<file path="src/rtl/plpe_pkg.sv">
// Shared types and constants for the parallel LED pulse encoder.
// Used by the controller, datapath, frame store and top level; no dependencies.
package plpe_pkg;

  // Sizing of the frame store.
  localparam int MAX_LEDS = 512;
  localparam int CHANNELS = 8;

  // LED index width inside one buffer, and the address width of one channel bank
  // holding both buffers.
  localparam int LED_W  = (MAX_LEDS > 1) ? $clog2(MAX_LEDS) : 1;
  localparam int ADDR_W = LED_W + 1;
  localparam int DEPTH  = 2 ** ADDR_W;

  // Width that can hold the clamped pixel count itself.
  localparam int PIX_W = $clog2(MAX_LEDS + 1);

  // Number of strands that reach the eight output lines.
  localparam int LINE_CH = (CHANNELS < 8) ? CHANNELS : 8;

  // Stream payload widths.
  localparam int IN_DATA_W  = 48;
  localparam int OP_W       = 2;
  localparam int OUT_DATA_W = 8;
  localparam int WORD_W     = 32;

  // Configuration port.
  localparam int CFG_IDX_W  = 2;
  localparam int CFG_DATA_W = 12;
  localparam logic [CFG_IDX_W-1:0] REG_COMPONENTS = 2'd0;
  localparam logic [CFG_IDX_W-1:0] REG_PIXELS     = 2'd1;
  localparam logic [CFG_IDX_W-1:0] REG_LATCH      = 2'd2;

  // Item kinds carried in tuser.
  typedef enum logic [OP_W-1:0] {
    OP_WRITE = 2'd0,
    OP_SHOW  = 2'd1,
    OP_TICK  = 2'd2
  } op_t;

  typedef logic [WORD_W-1:0] word_t;

  // Controller to datapath commands.
  typedef struct packed {
    logic clear;  // write zeros at the sweep address
    logic take;   // an input beat is accepted this cycle
    logic load;   // fill the output register with the pending slot
  } cmd_t;

  // Datapath to controller status.
  typedef struct packed {
    logic clear_done;   // sweep address is at the last entry
    logic tick_seen;    // offered beat is a tick
    logic out_blocked;  // output register full and not taken
  } stat_t;

endpackage

</file>
<file path="src/rtl/plpe_ctrl.sv">
// Controller for the LED pulse encoder: clearing sweep, beat acceptance and
// the wait for frame store read data. Depends on plpe_pkg.
module plpe_ctrl (
  input  logic            clk,
  input  logic            rst_n,
  input  logic            in_tvalid,
  output logic            in_tready,
  input  plpe_pkg::stat_t stat,
  output plpe_pkg::cmd_t  cmd
);
  import plpe_pkg::*;

  typedef enum logic [1:0] {
    ST_CLEAR,
    ST_IDLE,
    ST_READ
  } state_t;

  state_t state_r, state_nxt;
  logic   ready_r, ready_nxt;

  assign in_tready = ready_r;

  // Next state and commands.
  always_comb begin
    state_nxt = state_r;
    cmd       = '0;
    case (state_r)
      ST_CLEAR: begin
        cmd.clear = 1'b1;
        if (stat.clear_done) begin
          state_nxt = ST_IDLE;
        end
      end
      ST_IDLE: begin
        cmd.take = ready_r && in_tvalid;
        if (cmd.take && stat.tick_seen) begin
          state_nxt = ST_READ;
        end
      end
      ST_READ: begin
        if (!stat.out_blocked) begin
          cmd.load  = 1'b1;
          state_nxt = ST_IDLE;
        end
      end
      default: begin
        state_nxt = ST_CLEAR;
      end
    endcase
    ready_nxt = (state_nxt == ST_IDLE);
  end

  // State and registered ready.
  always_ff @(posedge clk) begin
    if (!rst_n) begin
      state_r <= ST_CLEAR;
      ready_r <= 1'b0;
    end else begin
      state_r <= state_nxt;
      ready_r <= ready_nxt;
    end
  end

endmodule

</file>
<file path="config.mk">
export PLATFORM = sky130hd
export DESIGN_NAME = plpe_ctrl
export DESIGN_NICKNAME = d
export VERILOG_FILES = /design/src/rtl/plpe_pkg.sv /design/src/rtl/plpe_ctrl.sv
export SDC_FILE = /design/constraint.sdc
export NUM_CORES = 1
export LEC_CHECK = 0
export BUFFER_PORTS_ARGS = -buffer_cell sky130_fd_sc_hd__buf_4
export CAP_MARGIN = 25
export CORE_AREA = 4 4 41 43
export CTS_CLUSTER_SIZE = 12
export DETAILED_ROUTE_END_ITERATION = 16
export DIE_AREA = 0 0 45 47
export SLEW_MARGIN = 5
export SYNTH_ARGS = -nofsm -noshare
export SYNTH_HDL_FRONTEND = slang
export SYNTH_SLANG_ARGS = --single-unit
</file>
<file path="constraint.sdc">
create_clock -name clk -period 1.3 [get_ports clk]
set_input_delay 0.325 -clock clk [delete_from_list [all_inputs] [get_ports clk]]
set_output_delay 0.325 -clock clk [all_outputs]
set_load 0.01 [all_outputs]
</file>
==> flow_summary_export.csv <==
group,metric,value,unit
detailed_routing,drc_errors,0,
run,maxCapViolCount,0,
synth,ys_async_sr_fraction,0,%
synth,synth.avg_cell_area,9.68,um2
timing,finalSetupTns,0,ns
clock_tree,worstSkewPairLatency,0.23,ns
pwr,p_per_area,1120,mW/mm2
global_route,grt_util_all_layers,4.66,%
synth,yosysWarningCount,0,
detailed_routing,detail_route.iter0.violations,0,
floorplanning,dieArea,0.00212,mm2
floorplanning,design.core.area,0.00130,mm2
synth,synth_ff_type,"dfxtp_1",
synth,synth.distinct_cells,11,
synth,synth_area,145,um2
layout,areaGrowthSynthToFinish,88.8,%
layout,final_cell_area,274,um2
synth,synth_area_leaders,"dfxtp_1, a32o_1, nor3b_2, nand4b_1, and2b_1",
pwr,peakVddDrop,200,uV
synth,yosys.area.top_type,"dfxtp_1",
hold_path,hold_path.class,"in2reg",
synth,synth_top_cell_area_share,41.4,%
clock_tree,cts_root_buffer,"clkbuf_4",
timing,setup_viol,0,
synth,syn_inst,15,
clock_tree,clk_pin_slew,0.03,ns
synth,yosys.cell_count.top_type,"dfxtp_1",
detailed_routing,routed_wirelength,413,um
detailed_routing,wl_per_cell,9.18,um
detailed_routing,ant_nets,0,
synth,synth_nets,21,
global_route,grt_max_degree,7,
timing,min_period_over_period,93.7,%
outcome,status,"finished clean",
placed_design,dp.cells,40,
clock_tree,clock-sinks,3,
worst_setup_path,critPathBufInv,1,
pwr,p_leak,0.121,nW
global_route,antenna_found_initial,0,
global_route,grt_pass1_wl,627,um
timing,tightest_slew,0.157,ns
worst_setup_path,cp-end-kind,"output pin",
placed_design,place_area,239,um2
global_route,grt_overflow,0,
floorplanning,rows,13,
clock_tree,tritoncts,"done",
layout,antenna_cells,0,
timing,rsz0062_at_grt,"false",
floorplanning,pin_count,10,
layout,drive_gt1_share,53.3,%
worst_setup_path,timing.critical_path.cells,"nor3b_2 > buf_4",
timing,period_needed,1.22,ns
worst_setup_path,critPathLaunchType,"register",
detailed_routing,dr_total_vias,171,
worst_setup_path,critPathTopFamily,"flip-flops",
timing,finalHoldViolations,0,
clock_tree,clk_path_buf_depth,2,
worst_setup_path,worst_ep_arrival_time,0.89,ns
worst_setup_path,slowest_stage,"dfxtp_2",
clock_tree,cts-buffers-inserted,3,
layout,fillers,155,
detailed_routing,post_drt_via_cell_ratio,3.80,
worst_setup_path,critical_path_class,"reg2out",
timing,hold_slack,0.346,ns
worst_setup_path,crit_path_max_fanout,6,
floorplanning,die_height,47,um
layout,nets,37,
floorplanning,die_w,45,um
placed_design,io_buffers,9,
placed_design,place_congestion,0.622,
layout,final_cells,45,
floorplanning,start_util,11.2,%
clock_tree,htreeDepth,1,
synth,ys_seq_elements,3,
timing,fmax,821,MHz
worst_setup_path,required,0.98,ns
synth,synth_common_cells,"dfxtp_1, a32o_1, nor2_1",
synth,synth_seq_area_share,41.4,%
timing,maxSlewViolCount,0,
worst_setup_path,critical-path-max-stage-delay,0.33,ns
synth,synth-edff-count,0,
detailed_routing,drt_pre_antenna_iters,1,
placed_design,place_hpwl,319,um
global_route,grt_pass1_vias,181,
timing,finClkSkew,0.00145,ns
clock_tree,hold_buffers,0,
timing,slew_headroom,89.5,%
area by class of cell:
class	instances	area [um2]	area share (%)
Clock buffer	4	26.3	9.59
Multi-Input combinational cell	12	85.1	31.1
Sequential cell	3	61.3	22.4
Tap cell	15	18.8	6.85
Timing Repair Buffer	11	82.6	30.1
metrics by stage:
stage	total power, W	util [%]	setup slack [ns]
5_1_grt	0.000327	21.1	0.0272
6_report	0.000307	21.1	0.0814
2_1_floorplan	0.000121	-	0.327
3_5_place_dp	0.000148	18.4	0.141
3_3_place_gp	0.000147	18.4	0.157
4_1_cts	0.000318	21.0	0.0194
cell usage in the layout, fill, tap and decap left out:
cell | synthesis | final
nand3_1 | 1 | 1
dfxtp_2 | 0 | 1
nor3b_2 | 1 | 1
dfxtp_1 | 3 | 2
or2_1 | 1 | 1
o21ai_1 | 1 | 1
nand4_1 | 1 | 1
nand2b_1 | 1 | 1
and2b_1 | 1 | 1
nor2_1 | 2 | 2
buf_4 | 0 | 11
clkbuf_1 | 0 | 1
clkbuf_4 | 0 | 3
a32o_1 | 2 | 2
nand4b_1 | 1 | 1
sequential cells by signal (all words and copies together) (netlist names):
signal / flops
in_tready: 1
state_r: 2
timing repair:
action,CTS,global route
pin swaps,1,0
buffers inserted,1,0
resized for setup,0,1
setup endpoints to repair,1,2
report_power, final:
part / internal [W] / switching [W]
registers: 0.0000989 / 0.00000568
logic: 0.0000265 / 0.0000159
clock network: 0.000115 / 0.0000456
layer usage:
layer	vias up	share of wire, %	track usage (%)
li1	89	-	-
met1	77	33	3.17
met2	5	54	7.63
met3	0	12	3.45
met4	0	0	5.26
met5	-	0	0
cell families after synthesis:
logic type / synth area share (%)
DFF: 41.4
and+or+nand+nor: 41.4
AOI/OAI and AO/OA: 17.2
final timing paths:
check,startpoint,endpoint,slack [ns],depth (start not counted)
setup reg to reg,state_r[1],state_r[0],0.31,3
hold / removal,rst_n,in_tready,0.35,2
setup / recovery,state_r[0],cmd[0],0.08,2
hold reg to reg,state_r[0],state_r[1],0.59,2
Power figures use the tool's default switching activity.
