### config.mk
export PLATFORM = sky130hd
export DESIGN_NAME = plpe_datapath
export DESIGN_NICKNAME = d
export VERILOG_FILES = /design/src/rtl/plpe_pkg.sv /design/src/rtl/plpe_datapath.sv
export SDC_FILE = /design/constraint.sdc
export NUM_CORES = 1
export LEC_CHECK = 0
export BUFFER_PORTS_ARGS = -buffer_cell sky130_fd_sc_hd__buf_4
export CORE_AREA = 2 2 158 160
export CTS_BUF_LIST = sky130_fd_sc_hd__clkbuf_16
export CTS_CLUSTER_DIAMETER = 80
export DETAILED_ROUTE_END_ITERATION = 6
export DIE_AREA = 0 0 160 162
export SYNTH_ARGS = -nofsm -noshare
export SYNTH_HDL_FRONTEND = slang
export SYNTH_SLANG_ARGS = --single-unit
### constraint.sdc
create_clock -name clk -period 2.7 [get_ports clk]
set_clock_uncertainty 0.05 [all_clocks]
set_input_delay 0.135 -clock clk [delete_from_list [all_inputs] [get_ports clk]]
set_output_delay 0.135 -clock clk [all_outputs]
set_load 0.005 [all_outputs]
### src/rtl/plpe_pkg.sv
// Shared types and constants for the parallel LED pulse encoder.
// Used by the controller, datapath, frame store and top level; no dependencies.
package plpe_pkg;

  // Sizing of the frame store.
  localparam int MAX_LEDS = 512;
  localparam int CHANNELS = 8;

  // LED index width inside one buffer, and the address width of one channel bank
  // holding both buffers.
  localparam int LED_W  = (MAX_LEDS > 1) ? $clog2(MAX_LEDS) : 1;
  localparam int ADDR_W = LED_W + 1;
  localparam int DEPTH  = 2 ** ADDR_W;

  // Width that can hold the clamped pixel count itself.
  localparam int PIX_W = $clog2(MAX_LEDS + 1);

  // Number of strands that reach the eight output lines.
  localparam int LINE_CH = (CHANNELS < 8) ? CHANNELS : 8;

  // Stream payload widths.
  localparam int IN_DATA_W  = 48;
  localparam int OP_W       = 2;
  localparam int OUT_DATA_W = 8;
  localparam int WORD_W     = 32;

  // Configuration port.
  localparam int CFG_IDX_W  = 2;
  localparam int CFG_DATA_W = 12;
  localparam logic [CFG_IDX_W-1:0] REG_COMPONENTS = 2'd0;
  localparam logic [CFG_IDX_W-1:0] REG_PIXELS     = 2'd1;
  localparam logic [CFG_IDX_W-1:0] REG_LATCH      = 2'd2;

  // Item kinds carried in tuser.
  typedef enum logic [OP_W-1:0] {
    OP_WRITE = 2'd0,
    OP_SHOW  = 2'd1,
    OP_TICK  = 2'd2
  } op_t;

  typedef logic [WORD_W-1:0] word_t;

  // Controller to datapath commands.
  typedef struct packed {
    logic clear;  // write zeros at the sweep address
    logic take;   // an input beat is accepted this cycle
    logic load;   // fill the output register with the pending slot
  } cmd_t;

  // Datapath to controller status.
  typedef struct packed {
    logic clear_done;   // sweep address is at the last entry
    logic tick_seen;    // offered beat is a tick
    logic out_blocked;  // output register full and not taken
  } stat_t;

endpackage

### src/rtl/plpe_datapath.sv
// Datapath for the LED pulse encoder: configuration registers, slot position
// counters, buffer select, store addressing and the output register.
// Depends on plpe_pkg; drives the plpe_store ports.
module plpe_datapath (
  input  logic                            clk,
  input  logic                            rst_n,
  input  plpe_pkg::cmd_t                  cmd,
  output plpe_pkg::stat_t                 stat,
  input  logic [plpe_pkg::IN_DATA_W-1:0]  in_tdata,
  input  logic [plpe_pkg::OP_W-1:0]       in_tuser,
  input  logic                            cfg_valid,
  output logic                            cfg_ready,
  input  logic [plpe_pkg::CFG_IDX_W-1:0]  cfg_index,
  input  logic [plpe_pkg::CFG_DATA_W-1:0] cfg_data,
  output logic                            out_tvalid,
  input  logic                            out_tready,
  output logic [plpe_pkg::OUT_DATA_W-1:0] out_tdata,
  output logic                            out_tlast,
  output logic [plpe_pkg::CHANNELS-1:0]   mem_we,
  output logic [plpe_pkg::ADDR_W-1:0]     mem_waddr,
  output plpe_pkg::word_t                 mem_wdata,
  output logic                            mem_re,
  output logic [plpe_pkg::ADDR_W-1:0]     mem_raddr,
  input  plpe_pkg::word_t                 mem_rdata [plpe_pkg::CHANNELS]
);
  import plpe_pkg::*;

  typedef enum logic [1:0] {
    SLOT_LOW,
    SLOT_HIGH,
    SLOT_DATA
  } slot_t;

  // Beat fields.
  op_t         op;
  logic [2:0]  in_channel;
  logic [8:0]  in_led;
  word_t       in_color;

  assign op         = op_t'(in_tuser);
  assign in_channel = in_tdata[2:0];
  assign in_led     = in_tdata[11:3];
  assign in_color   = in_tdata[43:12];

  // Configuration registers.
  logic [2:0]  comp_used_r, comp_used_nxt;
  logic [9:0]  pixel_cnt_r, pixel_cnt_nxt;
  logic [11:0] latch_slots_r, latch_slots_nxt;

  // Frame position state.
  logic             front_r, front_nxt;
  logic             swap_r, swap_nxt;
  logic [LED_W-1:0] led_r, led_nxt;
  logic [1:0]       comp_r, comp_nxt;
  logic [2:0]       bit_r, bit_nxt;
  logic [1:0]       phase_r, phase_nxt;
  logic [11:0]      latch_r, latch_nxt;
  logic             in_latch_r, in_latch_nxt;

  // Pending slot, waiting for read data.
  slot_t      kind_r, kind_nxt;
  logic [4:0] shift_r, shift_nxt;
  logic       fend_r, fend_nxt;

  // Output register and clearing sweep.
  logic                  out_valid_r, out_valid_nxt;
  logic [OUT_DATA_W-1:0] out_lines_r, out_lines_nxt;
  logic                  out_last_r, out_last_nxt;
  logic [ADDR_W-1:0]     clr_addr_r, clr_addr_nxt;

  logic             do_tick;
  logic             do_write;
  logic             frame_start;
  logic             front_eff;
  logic [2:0]       comps;
  logic [PIX_W-1:0] pixels;
  logic [11:0]      latch_sum;
  logic [OUT_DATA_W-1:0] line_mask;
  logic [OUT_DATA_W-1:0] data_lines;

  assign cfg_ready  = 1'b1;
  assign out_tvalid = out_valid_r;
  assign out_tdata  = out_lines_r;
  assign out_tlast  = out_last_r;

  assign stat.clear_done  = (clr_addr_r == ADDR_W'(DEPTH - 1));
  assign stat.tick_seen   = (op == OP_TICK);
  assign stat.out_blocked = out_valid_r && !out_tready;

  assign do_tick  = cmd.take && (op == OP_TICK);
  assign do_write = cmd.take && (op == OP_WRITE) && (32'(in_channel) < CHANNELS) &&
                    (32'(in_led) < MAX_LEDS);

  // Clamped register values and frame start detection.
  always_comb begin
    comps = (comp_used_r >= 3'd4) ? 3'd4 : 3'd3;
    if (pixel_cnt_r == 10'd0) begin
      pixels = PIX_W'(1);
    end else if (32'(pixel_cnt_r) > MAX_LEDS) begin
      pixels = PIX_W'(MAX_LEDS);
    end else begin
      pixels = PIX_W'(pixel_cnt_r);
    end
    frame_start = !in_latch_r && (led_r == '0) && (comp_r == 2'd0) &&
                  (bit_r == 3'd0) && (phase_r == 2'd0);
    front_eff   = (frame_start && swap_r) ? ~front_r : front_r;
    latch_sum   = latch_r + 12'd1;
  end

  // Frame store ports: sweep writes zeros to every bank, pixel writes hit one bank.
  always_comb begin
    for (int c = 0; c < CHANNELS; c++) begin
      mem_we[c] = cmd.clear || (do_write && (32'(in_channel) == c));
    end
    mem_waddr = cmd.clear ? clr_addr_r : {~front_r, LED_W'(in_led)};
    mem_wdata = cmd.clear ? '0 : in_color;
    mem_re    = do_tick;
    mem_raddr = {front_eff, led_r};
  end

  // Configuration writes, show requests and slot position stepping.
  always_comb begin
    comp_used_nxt   = comp_used_r;
    pixel_cnt_nxt   = pixel_cnt_r;
    latch_slots_nxt = latch_slots_r;
    front_nxt       = front_r;
    swap_nxt        = swap_r;
    led_nxt         = led_r;
    comp_nxt        = comp_r;
    bit_nxt         = bit_r;
    phase_nxt       = phase_r;
    latch_nxt       = latch_r;
    in_latch_nxt    = in_latch_r;
    kind_nxt        = kind_r;
    shift_nxt       = shift_r;
    fend_nxt        = fend_r;
    clr_addr_nxt    = cmd.clear ? clr_addr_r + ADDR_W'(1) : clr_addr_r;

    if (cfg_valid) begin
      case (cfg_index)
        REG_COMPONENTS: comp_used_nxt   = cfg_data[2:0];
        REG_PIXELS:     pixel_cnt_nxt   = cfg_data[9:0];
        REG_LATCH:      latch_slots_nxt = cfg_data;
        default: begin
        end
      endcase
    end

    if (cmd.take && (op == OP_SHOW)) begin
      swap_nxt = 1'b1;
    end

    if (do_tick) begin
      // A pending swap lands on the first slot of a frame.
      if (frame_start && swap_r) begin
        front_nxt = ~front_r;
        swap_nxt  = 1'b0;
      end
      kind_nxt  = SLOT_LOW;
      fend_nxt  = 1'b0;
      // Bit offset is component * 8 + (7 - bit), MSB first.
      shift_nxt = {comp_r, ~bit_r};
      if (in_latch_r) begin
        if (latch_sum >= latch_slots_r) begin
          fend_nxt     = 1'b1;
          in_latch_nxt = 1'b0;
          latch_nxt    = 12'd0;
        end else begin
          latch_nxt = latch_sum;
        end
      end else begin
        case (phase_r)
          2'd0:    kind_nxt = SLOT_HIGH;
          2'd1:    kind_nxt = SLOT_DATA;
          default: kind_nxt = SLOT_LOW;
        endcase
        if (phase_r == 2'd2) begin
          phase_nxt = 2'd0;
          if (bit_r == 3'd7) begin
            bit_nxt = 3'd0;
            if (({1'b0, comp_r} + 3'd1) >= comps) begin
              comp_nxt = 2'd0;
              if ((PIX_W'(led_r) + PIX_W'(1)) >= pixels) begin
                led_nxt = '0;
                if (latch_slots_r == 12'd0) begin
                  fend_nxt = 1'b1;
                end else begin
                  in_latch_nxt = 1'b1;
                  latch_nxt    = 12'd0;
                end
              end else begin
                led_nxt = led_r + LED_W'(1);
              end
            end else begin
              comp_nxt = comp_r + 2'd1;
            end
          end else begin
            bit_nxt = bit_r + 3'd1;
          end
        end else begin
          phase_nxt = phase_r + 2'd1;
        end
      end
    end
  end

  // Slot levels from the pending kind and the registered read data.
  always_comb begin
    line_mask  = '0;
    data_lines = '0;
    for (int c = 0; c < LINE_CH; c++) begin
      line_mask[c]  = 1'b1;
      data_lines[c] = mem_rdata[c][shift_r];
    end
    out_valid_nxt = out_valid_r && !out_tready;
    out_lines_nxt = out_lines_r;
    out_last_nxt  = out_last_r;
    if (cmd.load) begin
      out_valid_nxt = 1'b1;
      out_last_nxt  = fend_r;
      case (kind_r)
        SLOT_HIGH: out_lines_nxt = line_mask;
        SLOT_DATA: out_lines_nxt = data_lines;
        default:   out_lines_nxt = '0;
      endcase
    end
  end

  // Control registers.
  always_ff @(posedge clk) begin
    if (!rst_n) begin
      comp_used_r   <= 3'd3;
      pixel_cnt_r   <= 10'd512;
      latch_slots_r <= 12'd120;
      front_r       <= 1'b0;
      swap_r        <= 1'b0;
      led_r         <= '0;
      comp_r        <= 2'd0;
      bit_r         <= 3'd0;
      phase_r       <= 2'd0;
      latch_r       <= 12'd0;
      in_latch_r    <= 1'b0;
      out_valid_r   <= 1'b0;
      clr_addr_r    <= '0;
    end else begin
      comp_used_r   <= comp_used_nxt;
      pixel_cnt_r   <= pixel_cnt_nxt;
      latch_slots_r <= latch_slots_nxt;
      front_r       <= front_nxt;
      swap_r        <= swap_nxt;
      led_r         <= led_nxt;
      comp_r        <= comp_nxt;
      bit_r         <= bit_nxt;
      phase_r       <= phase_nxt;
      latch_r       <= latch_nxt;
      in_latch_r    <= in_latch_nxt;
      out_valid_r   <= out_valid_nxt;
      clr_addr_r    <= clr_addr_nxt;
    end
  end

  // Payload registers.
  always_ff @(posedge clk) begin
    kind_r      <= kind_nxt;
    shift_r     <= shift_nxt;
    fend_r      <= fend_nxt;
    out_lines_r <= out_lines_nxt;
    out_last_r  <= out_last_nxt;
  end

endmodule

==> run summary <==
CRITICAL PATH
----------------------------------------------------------------------------------------
Data required time of the critical path                                          2880 ps
Beginning of the worst register-to-register path                            latch_r[1]$_SDFFE_PN0P_
CP startpoint kind                                                              register
Crit. End Element                                                               register
Crit path arrival time                                                           2830 ps
Launching instance or port of the critical path                             latch_r[1]$_SDFFE_PN0P_
Critical setup path kind                                                    register to register
Maximum fanout along the worst path                                                    6

STATUS
----------------------------------------------------------------------------------------
Status                                                                         completed

PWR
----------------------------------------------------------------------------------------
Switching power as a share of total power                                          23.8%
Portion of total power attributed to combinational logic                           23.1%
Total net switching power                                                         807 uW
Sequential share of power                                                          38.3%
Power density relative to cell area                                          306 mW/mm^2
Final Total Pwr                                                                  3.38 mW
Share of total power in the clock network                                          38.6%
Maximum resistive drop on vdd                                                 0.000334 V
Leakage Power                                                                    5.03 nW
Internal power contribution                                                      2.58 mW

PLACEMENT
----------------------------------------------------------------------------------------
Area after DPL                                                              0.0104 sq mm
Port-buffer cells                                                                    396
Detail Placement HPWL                                                           22500 um
Post-Place Worst Slack                                                          -82.8 ps
GP Congestion                                                                      0.846

CELLS AND AREA
----------------------------------------------------------------------------------------
Final Net Count                                                                     1491
Finished Cell Area                                                          0.0110 sq mm
Filler Cell Count                                                                   2338
Synth-to-layout area growth                                                        60.0%
Most common cell after layout, fill and taps aside                          sky130_fd_sc_hd__buf_4
Commonest cells after routing, fill and taps aside                          sky130_fd_sc_hd__buf_4 (438), sky130_fd_sc_hd__nor2b_1 (66), sky130_fd_sc_hd__nand2_1 (65)
Share of post-route cells with drive strength above 1                              50.6%
Layout Utilization                                                                 45.8%

GLOBAL ROUTE
----------------------------------------------------------------------------------------
Pin count of the biggest net entering global routing                                  65
Wire length of the first global-routing pass                                    40100 um
Global-route usage over all layers                                                 20.0%
Number of antenna violations at the first check in global routing                      1
Overall overflow remaining after global route                                          0
Vias in the first global route                                                      7151

FLOW RUN
----------------------------------------------------------------------------------------
Maximum capacitance violations                                                         0

ROUTE
----------------------------------------------------------------------------------------
DR WL/cell                                                                       18.8 um
Detailed-route vias per instance                                                    4.82
Count of routing violations after the opening detailed-route iteration               369
DRT Wirelength                                                                  27400 um
DRC violation count after routing                                                      0
DR vias                                                                             7029
Drt first pass iters                                                                   4
Number of nets with antenna violations after detailed routing                          0

SYNTH
----------------------------------------------------------------------------------------
Share of async-settable or async-resettable flops after synthesis                     0%
Ys flop type                                                                sky130_fd_sc_hd__dfxtp_1
Yosys reg bits                                                                        82
Average cell area after synthesis                                             9.69 sq um
Number of synthesized flops with an enable pin                                        17
Cell area after synthesis                                                   0.00690 sq mm
Count of unique library cells instantiated by Yosys                                   58
Portion of the post-synthesis area used by sequential elements                     26.3%
Warning count from the yosys run                                                       0
Syn Inst Count                                                                       712
Net count of the mapped netlist                                                     1075

CLOCK TREE
----------------------------------------------------------------------------------------
Reg clk slew, reported paths                                                       60 ps
Max clock buf depth                                                                    2
Total number of clock tree sinks                                                      82
CTS root buf                                                                sky130_fd_sc_hd__clkbuf_16
Htree depth                                                                            3
Number of buffers inserted during clock tree synthesis                                 9
Clock tree from TritonCTS                                                          built
Clock latency on the worst-skew pair                                              350 ps

DIE
----------------------------------------------------------------------------------------
Core area                                                                   0.0241 sq mm
Die area                                                                    0.0259 sq mm
Die H                                                                             162 um
Number of cell rows                                                                   57
I/O pins                                                                             402
Die extent in x                                                                   160 um
Starting density of the core                                                       28.6%

STA
----------------------------------------------------------------------------------------
Final count of pins violating max slew                                                 0
Peak clock frequency supported by timing                                         378 MHz
Relative max-transition margin                                                     51.2%
Number of failing hold endpoints at the final stage                                    0
Worst Hold Margin                                                                27.5 ps
Min cycle time layout                                                            2650 ps
Setup-failing EPs final                                                                0
Setup slack after layout                                                         52.4 ps
Pin slew with the least headroom to its limit                                     726 ps
Portion of the clock cycle consumed by the worst path in the final layout          98.1%
Setup repair after global routing missed its margin                                  yes

MIN PATH
----------------------------------------------------------------------------------------
Worst min path class                                                        primary input to register
Worst Min Path Start                                                         cfg_data[1]

[per-stage QoR]
stage | setup TNS, ps | instances
after CTS | 0 | 1453
final | 0 | 1458
after global placement | -116 | 1425
after floorplan | 0 | 712
after detailed placement | -496 | 1425
after global routing | -614 | 1458
[power groups by stage]
stage	registers (mW)	logic, mW	clock network, mW
after floorplan	1.32	0.255	0
after global placement	1.33	0.757	0
after detailed placement	1.33	0.767	0
after CTS	1.30	0.784	1.34
after global routing	1.30	0.838	1.39
final	1.30	0.780	1.31
[cell families (layout without fill, tap and decap cells)]
logic type,Yosys count,after routing,share of synthesized area (%)
AO/OA/AOI/OAI,115,115,11.3
XOR/XNOR,27,27,3.43
adder cells (fa/ha/maj),36,36,6.53
buffers and inverters,82,503,5.42
flip-flops,82,82,26.3
multiplexers,101,101,26.4
other,1,2,0.0543
AND/OR/NAND/NOR,268,268,20.6
[sequential cells by signal, indices dropped and copies added (netlist names), 2 cells and up]
register       cells
clr_addr_r        10
pixel_cnt_r       10
shift_r            5
latch_slots_r     12
phase_r            2
out_tdata          8
led_r              9
bit_r              3
latch_r           12
comp_r             2
kind_r             2
[metal layers]
layer / track usage [%] / wire length [um] / up-vias
li1: - / - / 3458
met1: 23.9 / 11000 / 3320
met2: 35.9 / 14000 / 225
met3: 5.26 / 1880 / 26
met4: 5.04 / 550 / 0
met5: 0 / 0 / -
[worst paths after layout]
path | end | slack [ps] | cells after the start
max | latch_r[6]$_SDFFE_PN0P_ | 50 | 13
min | pixel_cnt_r[1]$_SDFFE_PN0P_ | 30 | 3
min reg2reg | out_tlast$_DFFE_PP_ | 440 | 0
max reg2reg | latch_r[6]$_SDFFE_PN0P_ | 50 | 13
[Yosys cell counts (all sizes together) (5+ instances only)]
master / number / share of area [%]
and3: 11 / 1.0
nor2b: 66 / 6.0
nand2: 65 / 3.5
xor2: 7 / 0.89
ha: 36 / 6.5
nand2b: 6 / 0.54
mux2: 10 / 1.6
o21a: 10 / 1.1
xnor2: 20 / 2.5
dfxtp: 65 / 19
a21boi: 12 / 1.3
nor2: 47 / 2.7
nor3: 7 / 0.58
mux4: 64 / 21
nand3: 20 / 1.5
and2: 12 / 1.1
o22ai: 9 / 0.82
mux2i: 27 / 3.9
nand4: 9 / 0.82
a21o: 9 / 0.98
o21ai: 29 / 2.1
clkbuf: 22 / 1.2
a221o: 5 / 0.73
a21oi: 15 / 1.1
edfxtp: 17 / 7.4
buf: 27 / 2.4
nor4: 7 / 0.63
a221oi: 8 / 1.0
inv: 31 / 1.7
nand3b: 5 / 0.73
[area by class of cell]
type / count / area (sq um) / area share, %
tap: 324 / 405 / 3.67
antenna: 1 / 2.50 / 0.0227
clock buffer: 10 / 250 / 2.27
clock inverter: 6 / 62.6 / 0.566
timing repair buffer: 454 / 3490 / 31.6
sequential: 82 / 1830 / 16.5
inverter: 33 / 124 / 1.12
multi-input combinational: 548 / 4880 / 44.2
[worst max-delay path, cell delays in order (launching register included)]
cell                      delay (ps)
sky130_fd_sc_hd__dfxtp_4         360
sky130_fd_sc_hd__ha_2            170
sky130_fd_sc_hd__and3_4          180
sky130_fd_sc_hd__and3_4          200
sky130_fd_sc_hd__nand3_4         100
sky130_fd_sc_hd__xnor2_4         170
sky130_fd_sc_hd__ha_4            270
sky130_fd_sc_hd__nand2_1          50
sky130_fd_sc_hd__o21a_1          180
sky130_fd_sc_hd__and3_1          180
sky130_fd_sc_hd__o21ai_2          60
sky130_fd_sc_hd__nor2_1           50
sky130_fd_sc_hd__buf_4           160
sky130_fd_sc_hd__a221o_1         340
[repair_timing]
action | CTS | global route
setup buffers | 1 | 4
hold endpoints to repair | 12 | 0
setup endpoints to repair | 9 | 22
hold buffers | 11 | 0
pin swaps | 3 | 12
resized for setup | 17 | 19
(Power assumes the default switching activity.)
